--- src/rtl/ipd_pkg.sv ---
`timescale 1ns / 1ps
// ----------------------------------------------------------------------------
// IR proximity detector package
// Shared types and constants for the modulated IR proximity detector.
// ----------------------------------------------------------------------------
package ipd_pkg;

  localparam int SampleW = 10;
  localparam int AccW    = 16;
  localparam int CountW  = 6;
  localparam int HoldW   = 16;
  localparam int CfgIdxW = 8;
  localparam int CfgDataW = 16;

  localparam logic [CfgIdxW-1:0] REG_THRESHOLD  = 8'd0;
  localparam logic [CfgIdxW-1:0] REG_HOLD_TICKS = 8'd1;

  localparam logic [SampleW-1:0] THRESHOLD_RESET  = 10'd2;
  localparam logic [HoldW-1:0]   HOLD_TICKS_RESET = 16'd100;

  localparam logic ACTION_SAMPLE = 1'b0;
  localparam logic ACTION_TICK   = 1'b1;

  typedef enum logic [1:0] {
    PH_LIT  = 2'd0,
    PH_DARK = 2'd1,
    PH_HOLD = 2'd2
  } ipd_phase_t;

  typedef struct packed {
    logic [SampleW-1:0] threshold;
    logic [HoldW-1:0]   hold_ticks;
  } ipd_cfg_t;

  typedef struct packed {
    logic               led_on;
    logic               proximity;
    logic               decision;
    logic [SampleW-1:0] on_average;
    logic [SampleW-1:0] off_average;
  } ipd_result_t;

endpackage

--- src/rtl/ipd_regs.sv ---
`timescale 1ns / 1ps
// ----------------------------------------------------------------------------
// IR proximity detector configuration registers
// Holds the comparison threshold and the hold time written over the
// configuration channel.
// ----------------------------------------------------------------------------
module ipd_regs (
  input  logic                            clk,
  input  logic                            rst,
  input  logic                            cfg_valid,
  output logic                            cfg_ready,
  input  logic [ipd_pkg::CfgIdxW-1:0]     cfg_index,
  input  logic [ipd_pkg::CfgDataW-1:0]    cfg_data,
  output ipd_pkg::ipd_cfg_t               cfg
);
  import ipd_pkg::*;

  assign cfg_ready = 1'b1;

  always_ff @(posedge clk) begin
    if (rst) begin
      cfg.threshold  <= THRESHOLD_RESET;
      cfg.hold_ticks <= HOLD_TICKS_RESET;
    end else if (cfg_valid && cfg_ready) begin
      case (cfg_index)
        REG_THRESHOLD:  cfg.threshold  <= cfg_data[SampleW-1:0];
        REG_HOLD_TICKS: cfg.hold_ticks <= cfg_data[HoldW-1:0];
        default: ;
      endcase
    end
  end

endmodule

--- src/rtl/ipd_core.sv ---
`timescale 1ns / 1ps
// ----------------------------------------------------------------------------
// IR proximity detector core
// Phase sequencer, sample averaging and lit/dark comparison. All state is
// updated in the cycle an input item is transferred.
// ----------------------------------------------------------------------------
module ipd_core #(
  parameter int AVG_LOG2 = 6
) (
  input  logic                          clk,
  input  logic                          rst,
  input  logic                          accept,
  input  logic                          action,
  input  logic [ipd_pkg::SampleW-1:0]   sample,
  input  ipd_pkg::ipd_cfg_t             cfg,
  output ipd_pkg::ipd_result_t          result_next
);
  import ipd_pkg::*;

  localparam logic [CountW-1:0] CountLast = CountW'((1 << AVG_LOG2) - 1);

  ipd_phase_t         phase, phase_next;
  logic [AccW-1:0]    accumulator, accumulator_next;
  logic [CountW-1:0]  sample_count, sample_count_next;
  logic [SampleW-1:0] lit_level, lit_level_next;
  logic [SampleW-1:0] dark_level, dark_level_next;
  logic [HoldW-1:0]   hold_left, hold_left_next;
  logic               signal_out, signal_out_next;
  logic               decided;
  logic [AccW-1:0]    acc_sum;
  logic               group_done;
  logic [SampleW-1:0] avg;
  logic               detect;

  assign acc_sum    = accumulator + AccW'(sample);
  assign group_done = (sample_count >= CountLast);
  assign avg        = SampleW'(acc_sum >> AVG_LOG2);
  assign detect     = ({1'b0, lit_level} + {1'b0, cfg.threshold}) < {1'b0, avg};

  always_ff @(posedge clk) begin
    if (rst) begin
      phase        <= PH_LIT;
      accumulator  <= '0;
      sample_count <= '0;
      lit_level    <= '0;
      dark_level   <= '0;
      hold_left    <= '0;
      signal_out   <= 1'b0;
    end else if (accept) begin
      phase        <= phase_next;
      accumulator  <= accumulator_next;
      sample_count <= sample_count_next;
      lit_level    <= lit_level_next;
      dark_level   <= dark_level_next;
      hold_left    <= hold_left_next;
      signal_out   <= signal_out_next;
    end
  end

  always_comb begin
    phase_next        = phase;
    accumulator_next  = accumulator;
    sample_count_next = sample_count;
    lit_level_next    = lit_level;
    dark_level_next   = dark_level;
    hold_left_next    = hold_left;
    signal_out_next   = signal_out;
    decided           = 1'b0;

    case (phase)
      PH_HOLD: begin
        if (action == ACTION_TICK) begin
          if (hold_left <= HoldW'(1)) begin
            hold_left_next = '0;
            phase_next     = PH_LIT;
          end else begin
            hold_left_next = hold_left - HoldW'(1);
          end
        end
      end
      PH_DARK: begin
        if (action == ACTION_SAMPLE) begin
          if (group_done) begin
            accumulator_next  = '0;
            sample_count_next = '0;
            dark_level_next   = avg;
            decided           = 1'b1;
            if (detect) begin
              signal_out_next = 1'b1;
              hold_left_next  = cfg.hold_ticks;
              phase_next      = (cfg.hold_ticks == '0) ? PH_LIT : PH_HOLD;
            end else begin
              signal_out_next = 1'b0;
              phase_next      = PH_LIT;
            end
          end else begin
            accumulator_next  = acc_sum;
            sample_count_next = sample_count + CountW'(1);
          end
        end
      end
      default: begin
        if (action == ACTION_SAMPLE) begin
          if (group_done) begin
            accumulator_next  = '0;
            sample_count_next = '0;
            lit_level_next    = avg;
            phase_next        = PH_DARK;
          end else begin
            accumulator_next  = acc_sum;
            sample_count_next = sample_count + CountW'(1);
          end
        end
      end
    endcase

    result_next.led_on      = (phase_next == PH_LIT);
    result_next.proximity   = signal_out_next;
    result_next.decision    = decided;
    result_next.on_average  = lit_level_next;
    result_next.off_average = dark_level_next;
  end

  a_hold_nonzero: assert property (@(posedge clk) disable iff (rst)
    (phase == PH_HOLD) |-> (hold_left != '0))
    else $error("hold phase entered with no ticks left");

  a_count_range: assert property (@(posedge clk) disable iff (rst)
    sample_count <= CountLast)
    else $error("sample count ran past the group size");

  a_decision_leaves_dark: assert property (@(posedge clk) disable iff (rst)
    (accept && decided) |=> (phase != PH_DARK) && (sample_count == '0))
    else $error("comparison did not end the dark phase");

  a_hold_ignores_samples: assert property (@(posedge clk) disable iff (rst)
    (accept && phase == PH_HOLD && action == ACTION_SAMPLE) |=>
      (phase == PH_HOLD) && $stable(hold_left))
    else $error("sample changed the hold state");

endmodule

--- src/rtl/ipd_out.sv ---
`timescale 1ns / 1ps
// ----------------------------------------------------------------------------
// IR proximity detector result register
// Holds one result until the downstream side takes it. A new item may be
// transferred in the same cycle the held result leaves.
// ----------------------------------------------------------------------------
module ipd_out (
  input  logic                  clk,
  input  logic                  rst,
  input  logic                  load,
  input  ipd_pkg::ipd_result_t  result_next,
  output logic                  in_ready,
  output logic                  out_valid,
  input  logic                  out_ready,
  output ipd_pkg::ipd_result_t  result
);
  import ipd_pkg::*;

  assign in_ready = !out_valid || out_ready;

  always_ff @(posedge clk) begin
    if (rst) begin
      out_valid <= 1'b0;
    end else if (load) begin
      out_valid <= 1'b1;
    end else if (out_ready) begin
      out_valid <= 1'b0;
    end
  end

  always_ff @(posedge clk) begin
    if (load) begin
      result <= result_next;
    end
  end

endmodule

--- src/rtl/ir_proximity_detector.sv ---
`timescale 1ns / 1ps
// ----------------------------------------------------------------------------
// IR proximity detector
// Averages lit and dark phototransistor samples, compares them and drives
// the IR LED and the proximity output.
//
//   Channel  Handshake              Payload
//   in       in_valid / in_ready    action, sample
//   out      out_valid / out_ready  led_on, proximity, decision,
//                                   on_average, off_average
//   cfg      cfg_valid / cfg_ready  cfg_index, cfg_data
//
// Every input item produces exactly one result, registered in the cycle after its transfer.
// One item per cycle is sustained while out_ready is high; the single result register sets the rate.
// in_ready is low only while a result is held and out_ready is low.
// The configuration channel is always ready.
// Synchronous reset returns the block to the lit phase with cleared levels.
// ----------------------------------------------------------------------------
module ir_proximity_detector #(
  parameter int AVG_LOG2 = 6
) (
  input  logic                          clk,
  input  logic                          rst,
  input  logic                          in_valid,
  output logic                          in_ready,
  input  logic                          action,
  input  logic [ipd_pkg::SampleW-1:0]   sample,
  output logic                          out_valid,
  input  logic                          out_ready,
  output logic                          led_on,
  output logic                          proximity,
  output logic                          decision,
  output logic [ipd_pkg::SampleW-1:0]   on_average,
  output logic [ipd_pkg::SampleW-1:0]   off_average,
  input  logic                          cfg_valid,
  output logic                          cfg_ready,
  input  logic [ipd_pkg::CfgIdxW-1:0]   cfg_index,
  input  logic [ipd_pkg::CfgDataW-1:0]  cfg_data
);
  import ipd_pkg::*;

  ipd_cfg_t    cfg;
  ipd_result_t result_next;
  ipd_result_t result;
  logic        accept;

  assign accept = in_valid && in_ready;

  ipd_regs u_regs (
    .clk       (clk),
    .rst       (rst),
    .cfg_valid (cfg_valid),
    .cfg_ready (cfg_ready),
    .cfg_index (cfg_index),
    .cfg_data  (cfg_data),
    .cfg       (cfg)
  );

  ipd_core #(
    .AVG_LOG2 (AVG_LOG2)
  ) u_core (
    .clk         (clk),
    .rst         (rst),
    .accept      (accept),
    .action      (action),
    .sample      (sample),
    .cfg         (cfg),
    .result_next (result_next)
  );

  ipd_out u_out (
    .clk         (clk),
    .rst         (rst),
    .load        (accept),
    .result_next (result_next),
    .in_ready    (in_ready),
    .out_valid   (out_valid),
    .out_ready   (out_ready),
    .result      (result)
  );

  assign led_on      = result.led_on;
  assign proximity   = result.proximity;
  assign decision    = result.decision;
  assign on_average  = result.on_average;
  assign off_average = result.off_average;

endmodule
--- config.mk ---
export PLATFORM = sky130hd
export DESIGN_NAME = ir_proximity_detector
export DESIGN_NICKNAME = d
export VERILOG_FILES = /design/src/rtl/ipd_pkg.sv /design/src/rtl/ipd_regs.sv /design/src/rtl/ipd_core.sv /design/src/rtl/ipd_out.sv /design/src/rtl/ir_proximity_detector.sv
export SDC_FILE = /design/constraint.sdc
export NUM_CORES = 1
export LEC_CHECK = 0
export BUFFER_PORTS_ARGS = -buffer_cell sky130_fd_sc_hd__clkbuf_2
export CAP_MARGIN = 20
export CORE_ASPECT_RATIO = 0.9
export CORE_MARGIN = 2
export CORE_UTILIZATION = 50
export CTS_BUF_LIST = sky130_fd_sc_hd__clkbuf_8
export DETAILED_ROUTE_END_ITERATION = 8
export PLACE_DENSITY = 0.84
export SYNTH_ARGS = -nofsm -noshare
export SYNTH_HDL_FRONTEND = slang
export SYNTH_SLANG_ARGS = --single-unit
--- constraint.sdc ---
create_clock -name clk -period 3.75 [get_ports clk]
set_clock_uncertainty 0.05 [all_clocks]
set_input_delay 0 -clock clk [delete_from_list [all_inputs] [get_ports clk]]
set_output_delay 0 -clock clk [all_outputs]
set_load 0.005 [all_outputs]
==> key figures <==
Clock network
  • Clock transition at the registers of the reported paths: 110 ps
  • CTS buffer count: 9
  • Root Buffer: clkbuf_8
  • Clk_lat worst skew: 400 ps
  • CTS H-tree lvls: 3
  • Clk buf depth: 2
  • TritonCTS clock tree: done
  • Sink Count: 111

Global routing
  • Pin count of the biggest net entering global routing: 48
  • Initial antenna violation count: 0
  • Vias in the first global route: 4,835
  • First-pass GRT wire length: 23,100 um
  • Total global routing overflow: 0
  • GRT Total Usage: 22.5%

Floorplanning
  • # rows: 37
  • Initial core utilization: 51.8%
  • Full die area: 12,800 um2
  • # IOs: 66
  • Die span in y: 108 um
  • Die Wd: 119 um
  • Core footprint: 11,500 um2

Pwr
  • Pwr per Cell Area: 304 nW/um2
  • Peak supply drop: 0.177 mV
  • Pleak: 3.03 nW
  • Tot Pwr: 2.25 mW

Synthesis
  • Synth Warn #: 0
  • Ys async rst share: 0%
  • Most used DFF post-synth: dfxtp_1
  • Post-Syn Instances: 682
  • Sequential area share after synthesis: 41.1%
  • Seq cells post-synth: 111
  • Distinct cell type count after synthesis: 65
  • Syn Nets: 756
  • Top cell type by total area after synthesis: dfxtp_1
  • Post-synth EDFFs: 23
  • Synth area leaders: dfxtp_1 (29%), edfxtp_1 (12%), ha_1 (6.7%)
  • Share of the synthesized area in the top cell type: 29.5%
  • Average size of a mapped cell: 8.76 um2
  • Post-Syn Area: 5970 um2

Detailed routing
  • Final wirelength: 14,800 um
  • Iter 0 DRT Violations: 561
  • Post-route ant nets: 0
  • DR pass1 iterations: 5
  • Via count: 5,451
  • DRC viols: 0
  • Routed len/inst: 15.6 um
  • Via/cell ratio: 5.72

Timing
  • Endpoints failing setup: 16
  • Final Worst Setup Slack: -193 ps
  • Minimum clock period: 3940 ps
  • Slew Viols, Final: 0
  • Slew margin rel.: 31.5%
  • Worst slew pin tran: 1020 ps
  • Unrepaired setup endpoints after global routing: yes
  • Peak Freq: 0.254 GHz
  • Worst hold margin: 94.0 ps
  • Final Hold Violating Endpoints: 0
  • Fin crit share: 105%

Final layout
  • Antenna Cells: 0
  • Fill count: 858
  • Multi-input logic area: 3500 um2
  • Layout Nets: 866
  • P&R area growth vs syn: 23.9%
  • Layout cells sized above 1: 24.6%
  • Seq. cell area: 2460 um2

Place
  • PortBufs: 64
  • Placer Congestion: 0.915
  • DPL Wire Length: 9540 um

Hold path
  • Type of the worst min-delay path: primary input to flip-flop

Outcome
  • Outcome: finished, violations left
  • Failing checks: negative setup slack

Setup path
  • Critical Path Sink Type: flip-flop
  • WP data required: 4030 ps
  • Worst-path maximum fanout: 6
  • Arrival @ worst endpoint: 4230 ps
  • Crit Path Class: flip-flop to flip-flop
  • Crit start category: flip-flop

Job
  • Max-cap violation count: 0
[synth_stat cells (10+ instances only)]
cell type   n
xor2_1     10
a211oi_1   11
nand2_1    65
edfxtp_1   23
a22oi_1    12
mux2i_1    23
o21ai_0    40
ha_1       32
xnor2_1    13
nor3_1     10
a211o_1    10
clkbuf_1   28
a21oi_1    53
dfxtp_1    88
inv_1      27
nor4_1     11
a21o_1     10
nand3_1    13
nor2_1     98
[layout make-up]
type,instances,area share [%]
flip-flops and latches,111,33.2
well taps,156,2.64
repair buffers,133,13.0
inverters,27,1.37
multi-input cells,510,47.3
clock inverters,7,0.794
clock buffers,9,1.67
[what timing repair did]
item / CTS / global route
buffers inserted: 7 / 4
gates cloned: 1 / 0
pin swaps: 7 / 15
resized for setup: 23 / 39
hold buffers: 20 / 0
endpoints found under the hold margin: 29 / 0
setup endpoints to repair: 18 / 20
[routing by layer]
layer	part of all wire [%]	GRT usage (%)	routed length (um)
met5	0	0	0
met4	2.9	7.57	433
met3	7.4	4.98	1100
met2	44	34.1	6560
met1	45	31.7	6740
[metrics by stage]
step | TNS, ps | cell area, um2 | std cells | utilization (%) | worst slack (ps)
floorplan | 0 | 5970 | 682 | - | 24.4
global placement | -392 | 6620 | 904 | 57.5 | -41.3
detailed placement | -2180 | 6620 | 904 | 57.5 | -172
CTS | -656 | 7180 | 948 | 62.3 | -53.2
global route | -5530 | 7400 | 953 | 64.2 | -379
finish | -2120 | 7400 | 953 | 64.2 | -193
[flip-flops by register name (all words and copies together), names as in the netlist]
register             count
u_out.out_valid          1
u_core.accumulator      16
u_core.hold_left        16
u_regs.cfg              26
u_core.lit_level        10
u_core.signal_out        1
u_core.phase             2
u_core.dark_level       10
u_out.result            23
u_core.sample_count      6
[cell families (layout without fill, tap and decap cells)]
| logic type | Yosys count | count (layout) | share of synthesized area, % |
|---|---|---|---|
| buffers and inverters | 61 | 176 | 4.17 |
| and+or+nand+nor | 240 | 240 | 18.5 |
| DFF | 111 | 111 | 41.1 |
| muxes | 23 | 23 | 3.86 |
| xor gates and xnor gates | 23 | 23 | 3.37 |
| AOI/OAI and AO/OA | 189 | 189 | 21.6 |
| other | 1 | 1 | 0.0628 |
| adders and majority gates | 34 | 34 | 7.37 |
[report_power, final]
part	switching, mW	internal (mW)
combinational	0.174	0.149
clock	0.428	0.251
sequential	0.0121	1.24
total	0.614	1.64
[placed cells by master, fill, tap and decap left out, types with 23 or more instances in the layout]
| cell type | n |
|---|---|
| nor2_1 | 90 |
| dfxtp_1 | 83 |
| nand2_1 | 64 |
| clkbuf_2 | 63 |
| a21oi_1 | 47 |
| buf_4 | 39 |
| o21ai_0 | 37 |
| inv_1 | 27 |
| ha_1 | 25 |
| mux2i_1 | 23 |
| edfxtp_1 | 23 |
[path summary, 6_finish.rpt]
path,depth (start not counted),start,slack [ps],endpoint
setup / recovery,21,u_core.accumulator[0],-190,u_core.hold_left[9]
hold / removal,3,rst,90,u_regs.cfg[10]
setup reg to reg,21,u_core.accumulator[0],-190,u_core.hold_left[9]
hold reg to reg,2,u_core.dark_level[2],410,u_core.dark_level[2]
[worst max-delay path, cell delays in order (launching register included)]
cell and delay, ps:
dfxtp_2 360, ha_4 130, inv_2 30, fa_2 360, nor2b_4 170, o21ai_4 80, a21oi_2 170, or2_4 160
nand3_4 90, xor2_2 180, ha_1 300, nand2_1 70, a21oi_2 150, o211ai_1 150, nor3_1 240, o211ai_1 130
a22oi_2 270, a31oi_4 160, buf_6 160, buf_6 130, a211o_1 260, o21ai_1 80
(Power assumes the default switching activity.)
